$ cat src/hw/rtl/adip_pkg.sv
// Package for the ASCII decimal integer parser.
// Holds the mode and status codes, the digit limit and the result record type.
// Used by adip_core and ascii_decimal_integer_parser; depends on nothing.
`timescale 1ns / 1ps

package adip_pkg;

   // Largest number of digits that one number may gather.
   localparam int MAX_DIGITS = 64;
   // Width of the digit counter, wide enough to hold MAX_DIGITS itself.
   localparam int DIGIT_CNT_W = $clog2(MAX_DIGITS + 1);

   // Number formats selected by the mode register.
   localparam logic [2:0] MODE_U32 = 3'd0;
   localparam logic [2:0] MODE_S32 = 3'd1;
   localparam logic [2:0] MODE_S16 = 3'd2;
   localparam logic [2:0] MODE_U16 = 3'd3;
   localparam logic [2:0] MODE_U8  = 3'd4;

   // Character codes of interest.
   localparam logic [7:0] CHAR_EOF   = 8'd25;
   localparam logic [7:0] CHAR_SPACE = 8'h20;
   localparam logic [7:0] CHAR_TAB   = 8'h09;
   localparam logic [7:0] CHAR_CR    = 8'h0D;
   localparam logic [7:0] CHAR_ZERO  = 8'h30;
   localparam logic [7:0] CHAR_NINE  = 8'h39;
   localparam logic [7:0] CHAR_MINUS = 8'h2D;

   typedef enum logic [1:0] {
      STATUS_OK    = 2'd0,
      STATUS_NONE  = 2'd1,
      STATUS_RANGE = 2'd2,
      STATUS_EOF   = 2'd3
   } status_type;

   // Packed so that value sits in the lowest bits, then status, then stop_char.
   typedef struct packed {
      logic [7:0]  stop_char;
      status_type  status;
      logic [31:0] value;
   } result_type;

endpackage

$ cat src/hw/rtl/adip_core.sv
// Parsing core of the ASCII decimal integer parser: number state and one-character step.
// Works out the next state and, when a number ends, the result record.
// Depends on adip_pkg.
`timescale 1ns / 1ps

module adip_core (
   input  logic                 clock,
   input  logic                 reset,
   input  logic                 step_en,    // consume char this cycle
   input  logic [7:0]           char,
   input  logic [2:0]           mode,
   output logic                 emit,       // char ends the current number
   output adip_pkg::result_type result
);

   typedef enum logic [1:0] {
      PH_SKIP   = 2'd0,
      PH_MINUS  = 2'd1,
      PH_DIGITS = 2'd2
   } phase_type;

   phase_type                        phase_ff, phase_in;
   logic [31:0]                      mag_ff, mag_in;
   logic                             minus_ff, minus_in;
   logic                             ovf_ff, ovf_in;
   logic [adip_pkg::DIGIT_CNT_W-1:0] cnt_ff, cnt_in;

   logic        is_blank, is_digit, signed_mode, take, range_bad;
   logic [3:0]  digit;
   logic [31:0] mag_next;
   logic        ovf_next;

   always_comb begin
      is_blank    = (char == adip_pkg::CHAR_SPACE) ||
                    ((char >= adip_pkg::CHAR_TAB) && (char <= adip_pkg::CHAR_CR));
      is_digit    = (char >= adip_pkg::CHAR_ZERO) && (char <= adip_pkg::CHAR_NINE);
      signed_mode = (mode == adip_pkg::MODE_S32) || (mode == adip_pkg::MODE_S16);
      digit       = char[3:0];
      // Times ten as two shifted copies; the sum wraps modulo 2^32.
      mag_next    = {mag_ff[28:0], 3'b000} + {mag_ff[30:0], 1'b0} + {28'd0, digit};
      ovf_next    = ovf_ff || (mag_ff > 32'd429496729) ||
                    ((mag_ff == 32'd429496729) && (digit > 4'd5));
   end

   // Decide whether the character is taken as a digit, skipped, or ends the number.
   always_comb begin
      phase_in = phase_ff;
      minus_in = minus_ff;
      take     = 1'b0;
      emit     = 1'b0;
      unique case (phase_ff)
         PH_DIGITS: begin
            if (is_digit && (cnt_ff < adip_pkg::DIGIT_CNT_W'(adip_pkg::MAX_DIGITS))) begin
               take = 1'b1;
            end else begin
               emit = 1'b1;
            end
         end
         PH_MINUS: begin
            if (is_digit) begin
               take     = 1'b1;
               phase_in = PH_DIGITS;
            end else if (!is_blank) begin
               emit = 1'b1;
            end
         end
         default: begin
            // The unused phase code behaves as the skipping phase.
            phase_in = PH_SKIP;
            if (is_blank) begin
               phase_in = PH_SKIP;
            end else if ((char == adip_pkg::CHAR_MINUS) && signed_mode) begin
               minus_in = 1'b1;
               phase_in = PH_MINUS;
            end else if (is_digit) begin
               take     = 1'b1;
               phase_in = PH_DIGITS;
            end else begin
               emit = 1'b1;
            end
         end
      endcase

      mag_in = take ? mag_next : mag_ff;
      ovf_in = take ? ovf_next : ovf_ff;
      cnt_in = take ? cnt_ff + 1'b1 : cnt_ff;

      // A finished number always returns the state to its cleared values.
      if (emit) begin
         phase_in = PH_SKIP;
         minus_in = 1'b0;
         mag_in   = '0;
         ovf_in   = 1'b0;
         cnt_in   = '0;
      end
   end

   // Result for a number ended by the current character.
   always_comb begin
      range_bad = ovf_ff;
      unique case (mode)
         adip_pkg::MODE_S32:
            if (minus_ff ? (mag_ff > 32'h8000_0000) : (mag_ff > 32'h7FFF_FFFF))
               range_bad = 1'b1;
         adip_pkg::MODE_S16:
            if (minus_ff ? (mag_ff > 32'd32768) : (mag_ff > 32'd32767))
               range_bad = 1'b1;
         adip_pkg::MODE_U16:
            if (mag_ff > 32'd65535)
               range_bad = 1'b1;
         adip_pkg::MODE_U8:
            if (mag_ff > 32'd255)
               range_bad = 1'b1;
         default: ;
      endcase

      result.stop_char = char;
      result.value     = '0;
      if (phase_ff != PH_DIGITS) begin
         result.status = adip_pkg::STATUS_NONE;
      end else if (range_bad) begin
         result.status = adip_pkg::STATUS_RANGE;
      end else if (char == adip_pkg::CHAR_EOF) begin
         result.status = adip_pkg::STATUS_EOF;
      end else begin
         result.status = adip_pkg::STATUS_OK;
         result.value  = (signed_mode && minus_ff) ? (32'd0 - mag_ff) : mag_ff;
      end
   end

   always_ff @(posedge clock) begin
      if (reset) begin
         phase_ff <= PH_SKIP;
         mag_ff   <= '0;
         minus_ff <= 1'b0;
         ovf_ff   <= 1'b0;
         cnt_ff   <= '0;
      end else if (step_en) begin
         phase_ff <= phase_in;
         mag_ff   <= mag_in;
         minus_ff <= minus_in;
         ovf_ff   <= ovf_in;
         cnt_ff   <= cnt_in;
      end
   end

endmodule

$ cat src/hw/rtl/ascii_decimal_integer_parser.sv
// Top level of the ASCII decimal integer parser.
// Holds the request register, the result register and the mode register.
// Depends on adip_pkg and adip_core.
`timescale 1ns / 1ps

// Usage
// Each request on the req_ channel carries one ASCII character of a text stream.
// Leading whitespace is skipped; in the signed modes a single '-' is accepted and may be
// followed by more whitespace; up to 64 digits are then gathered. The first character
// that does not continue the number ends it, and one result appears on the rsp_
// channel holding the value, a status and that stop character. All other requests
// give no result.
// The csr_ channel writes the three-bit number mode (0 u32, 1 s32, 2 s16, 3 u16,
// 4 u8; codes 5 to 7 act as u32). It is always ready and should only be written
// while the block is idle.
// A request accepted into the request register is processed there by the parsing core,
// and its result is registered in the result register, which drives rsp_tvalid.
// Throughput: one request per cycle unless an ending character waits on a stalled result,
// set by the combinational state update (multiply by ten, add and compare) in the core.
// A stalled receiver holds the result register; the request register keeps taking
// characters, and only a character that would end another number waits there,
// which holds req_tready low until the result is taken.
// Reset (synchronous, active high) clears both valid flags, the number state
// and the mode, which returns to u32.

module ascii_decimal_integer_parser (
   input  logic        clock,
   input  logic        reset,
   // Request channel.
   input  logic        req_tvalid,
   output logic        req_tready,
   input  logic [7:0]  req_tdata,   // [7:0] char_in
   // Result channel.
   output logic        rsp_tvalid,
   input  logic        rsp_tready,
   output logic [47:0] rsp_tdata,   // [31:0] value, [33:32] status, [41:34] stop_char
   // Mode register write channel.
   input  logic        csr_valid,
   output logic        csr_ready,
   input  logic [2:0]  csr_data
);

   logic                 req_valid_ff, req_valid_in;
   logic [7:0]           req_char_ff, req_char_in;
   logic                 rsp_valid_ff, rsp_valid_in;
   adip_pkg::result_type rsp_data_ff, rsp_data_in;
   logic [2:0]           mode_ff, mode_in;

   logic                 emit;
   logic                 advance;
   adip_pkg::result_type result;

   adip_core u_core (
      .clock   (clock),
      .reset   (reset),
      .step_en (advance),
      .char    (req_char_ff),
      .mode    (mode_ff),
      .emit    (emit),
      .result  (result)
   );

   // The held character moves on unless it ends a number while the result
   // register is still full and not being taken.
   always_comb begin
      advance    = req_valid_ff && (!emit || !rsp_valid_ff || rsp_tready);
      req_tready = !req_valid_ff || advance;
      csr_ready  = 1'b1;

      req_valid_in = req_tvalid ? 1'b1 : (req_valid_ff && !advance);
      req_char_in  = (req_tvalid && req_tready) ? req_tdata : req_char_ff;

      rsp_valid_in = rsp_valid_ff && !rsp_tready;
      rsp_data_in  = rsp_data_ff;
      if (advance && emit) begin
         rsp_valid_in = 1'b1;
         rsp_data_in  = result;
      end

      mode_in = csr_valid ? csr_data : mode_ff;
   end

   always_ff @(posedge clock) begin
      if (reset) begin
         req_valid_ff <= 1'b0;
         rsp_valid_ff <= 1'b0;
         mode_ff      <= adip_pkg::MODE_U32;
      end else begin
         if (req_tready) begin
            req_valid_ff <= req_valid_in;
         end
         rsp_valid_ff <= rsp_valid_in;
         mode_ff      <= mode_in;
      end
      req_char_ff <= req_char_in;
      rsp_data_ff <= rsp_data_in;
   end

   assign rsp_tvalid = rsp_valid_ff;
   assign rsp_tdata  = {6'd0, rsp_data_ff};

endmodule
$ cat config.mk
export PLATFORM = sky130hd
export DESIGN_NAME = ascii_decimal_integer_parser
export DESIGN_NICKNAME = d
export VERILOG_FILES = /design/src/hw/rtl/adip_pkg.sv /design/src/hw/rtl/adip_core.sv /design/src/hw/rtl/ascii_decimal_integer_parser.sv
export SDC_FILE = /design/constraint.sdc
export NUM_CORES = 1
export LEC_CHECK = 0
export ABC_AREA = 1
export ABC_CLOCK_PERIOD_IN_PS = 6400
export BUFFER_PORTS_ARGS = -buffer_cell sky130_fd_sc_hd__buf_2
export CAP_MARGIN = 20
export CORE_UTILIZATION = 35
export CTS_BUF_LIST = sky130_fd_sc_hd__clkbuf_4 sky130_fd_sc_hd__clkbuf_8 sky130_fd_sc_hd__clkbuf_16
export DETAILED_ROUTE_END_ITERATION = 8
export PLACE_DENSITY = 0.53
export SLEW_MARGIN = 20
export SYNTH_ARGS = -nofsm -noshare
export SYNTH_HDL_FRONTEND = slang
export SYNTH_SLANG_ARGS = --single-unit
$ cat constraint.sdc
create_clock -name clock -period 6.4 [get_ports clock]
set_clock_uncertainty 0.05 [all_clocks]
set_input_delay 1.28 -clock clock [delete_from_list [all_inputs] [get_ports clock]]
set_output_delay 1.28 -clock clock [all_outputs]
set_load 0.05 [all_outputs]
==> flow_metrics.py <==
metrics = {
    "run_status": {
        "status": "finished clean",
    },
    "detailed_routing": {
        "wl_um": 20300,
        "post_drt_wl_per_cell_um": 14.3,
        "ant_nets": 0,
        "drtPass1Iterations": 5,
        "drc": 0,
        "first_iter_violations": 391,
        "vias_per_cell": 4.80,
        "vias": 6813,
    },
    "finish": {
        "final_cell_mix": "nand2_1, nor2_1, inv_1",
        "antenna_cells": 0,
        "num-fill-cells": 2235,
        "nNetsFinal": 1222,
        "area_delta_synth_final_pct": 11.2,
        "drive_gt1_frac": 0.106,
        "final_common_cell": "nand2_1",
    },
    "timing": {
        "rsz0062_at_grt": "no",
        "setup-tns-final_ps": 0,
        "whs_ps": 414,
        "slew_headroom": 0.367,
        "fin_crit_sh": 0.640,
        "slew_violations": 0,
        "min_period_ps": 4090,
        "setup_violations": 0,
        "fmax_mhz": 244,
        "tightest_slew_ps": 949,
        "final_hold_viol_count": 0,
    },
    "placement": {
        "numPortBuffers": 59,
        "place_congestion": 0.863,
        "hpwl_um": 15800,
    },
    "worst_hold_path": {
        "hold_start": "u_core.ovf_ff",
        "hold_class": "reg2reg",
        "hold_path_depth": 2,
    },
    "clock_tree": {
        "post-cts-setup-buffers": 0,
        "cts_tree": "yes",
        "cts_root_buf": "clkbuf_16",
        "clock_latency_ps": 350,
        "cts_hold_buf": 0,
        "cts_resized": 0,
        "cts_buffers": 9,
        "clk_path_buf_depth": 2,
        "clkTransAtPathRegs_ps": 80,
        "clock_sinks": 98,
        "htree_levels": 3,
    },
    "synth": {
        "avgSynthCellArea_um2": 6.95,
        "synth_top_area_frac": 0.198,
        "ys_warn_count": 0,
        "synthDistinctLibCells": 39,
        "synthCells": 1092,
        "yosysTopAreaCell": "edfxtp_1",
        "syn-cell-area_um2": 7590,
        "yosysSeqAreaShare": 0.324,
        "ys_ff_latch": 98,
        "synthTopCellsByArea": "edfxtp_1, nand2_1, dfxtp_1, ha_1, nor2_1",
    },
    "global_route": {
        "grt_pass1_vias": 6217,
        "grt_usage": 0.185,
        "antenna_found_initial": 0,
        "grt_max_degree": 43,
        "grt.overflow.total": 0,
        "grt_pass1_wl_um": 32400,
    },
    "worst_setup_path": {
        "reg2reg_depth": 15,
        "cp-end-kind": "output port",
        "worstPathRequired_ps": 5070,
        "worstReg2RegStart": "u_core.mag_ff[2]",
        "start_kind": "register",
        "r2r_slack_ps": 3370,
        "criticalPathCategory": "reg2out",
        "cp_max_fo": 40,
        "cp-startpoint": "req_char_ff[3]",
        "cp.arrival_ps": 2760,
    },
    "power": {
        "max-vdd-ir-drop_v": 0.000139,
        "leakage_nw": 3.88,
        "p_per_area_nw_per_um2": 178,
    },
    "die": {
        "start_util": 0.359,
        "rows": 53,
        "num_io_pins": 67,
        "die_h_um": 149,
        "die_area_um2": 22300,
        "core_um2": 21200,
        "die_w_um": 149,
    },
    "job": {
        "maxCapViolCount": 0,
    },
}
## flip-flops by register name, summed over array words and instances (netlist names)
signal	flops
req_char_ff	8
u_core.minus_ff	1
mode_ff	3
rsp_tdata	42
req_valid_ff	1
u_core.phase_ff	2
rsp_tvalid	1
u_core.ovf_ff	1
u_core.cnt_ff	7
u_core.mag_ff	32
## layout make-up
type | count | area [µm²] | area share
flip-flops and latches | 98 | 2460 | 0.291
inverters | 135 | 507 | 0.0600
repair buffers | 62 | 330 | 0.0391
clock buffers | 9 | 225 | 0.0267
clock inverters | 7 | 116 | 0.0138
well taps | 275 | 344 | 0.0407
multi-input cells | 834 | 4460 | 0.528
## metal layers
| metal | GRT usage | part of all wire | up-vias |
|---|---|---|---|
| met4 | 0.0393 | 0.012 | 0 |
| li1 | - | - | 3597 |
| met2 | 0.292 | 0.44 | 135 |
| met5 | 0 | 0 | - |
| met3 | 0.0281 | 0.037 | 16 |
| met1 | 0.265 | 0.51 | 3065 |
## where the power goes
group          internal, mW  switching, mW  leakage (nW)
Sequential            0.681         0.0111         0.868
Clock                 0.382          0.245         0.167
Combinational        0.0371          0.147          2.85
## stage by stage
stage	util	worst slack [ps]	instances	total power, mW	instance area [µm²]
final	0.399	2310	1420	1.50	8450
after global routing	0.399	2080	1420	1.56	8450
after CTS	0.398	2270	1419	1.52	8430
after detailed placement	0.382	2650	1403	0.890	8090
after global placement	0.382	2710	1403	0.891	8090
after floorplan	-	3130	1097	0.855	7610
## path summary, 6_finish.rpt
check                                    endpoint
worst min register to register      u_core.ovf_ff
worst max register to register  u_core.mag_ff[28]
worst max-delay path                   req_tready
worst min-delay path                u_core.ovf_ff
## critical path: stages, from the launching register on
cell and delay, ps:
edfxtp_1 520, inv_2 110, nor2_1 50, nand2_1 100, nand3_2 90, nand2_2 120
nand3_1 110, nand2_2 130, nand2_2 90, inv_2 560, nand3_1 250, buf_2 290
## kinds of logic (layout without fill, tap and decap cells)
| group | after synthesis | count (layout) | share of synthesized area |
|---|---|---|---|
| and+or+nand+nor | 593 | 593 | 0.330 |
| buffers and inverters | 165 | 213 | 0.0906 |
| AOI/OAI and AO/OA | 118 | 118 | 0.0855 |
| DFF | 98 | 98 | 0.324 |
| adders and majority gates | 66 | 66 | 0.111 |
| xor gates and xnor gates | 50 | 50 | 0.0577 |
| other | 2 | 7 | 0.000989 |
## synthesized netlist by cell type
cell	n
nand3b_1	8
o21ai_0	20
nor3_2	1
nand3_4	2
or2_2	1
inv_2	8
buf_8	1
buf_6	2
inv_1	127
buf_4	8
buf_2	10
edfxtp_1	50
nor3_1	19
nor2_4	1
nand2_1	302
o21a_1	2
nor4_1	2
o21ai_1	4
conb_1	2
xor2_1	26
nand4_1	16
a21oi_1	74
or2_0	1
a21oi_2	10
a31oi_1	3
a211oi_1	1
dfxtp_1	48
ha_1	64
fa_1	2
and2_1	4
o21bai_1	3
nand2_2	14
nor2_2	4
clkbuf_1	9
nand3_1	51
nor2_1	164
nand3_2	3
a21o_1	1
xnor2_1	24
Note: power is estimated with default switching activity, not from simulation.
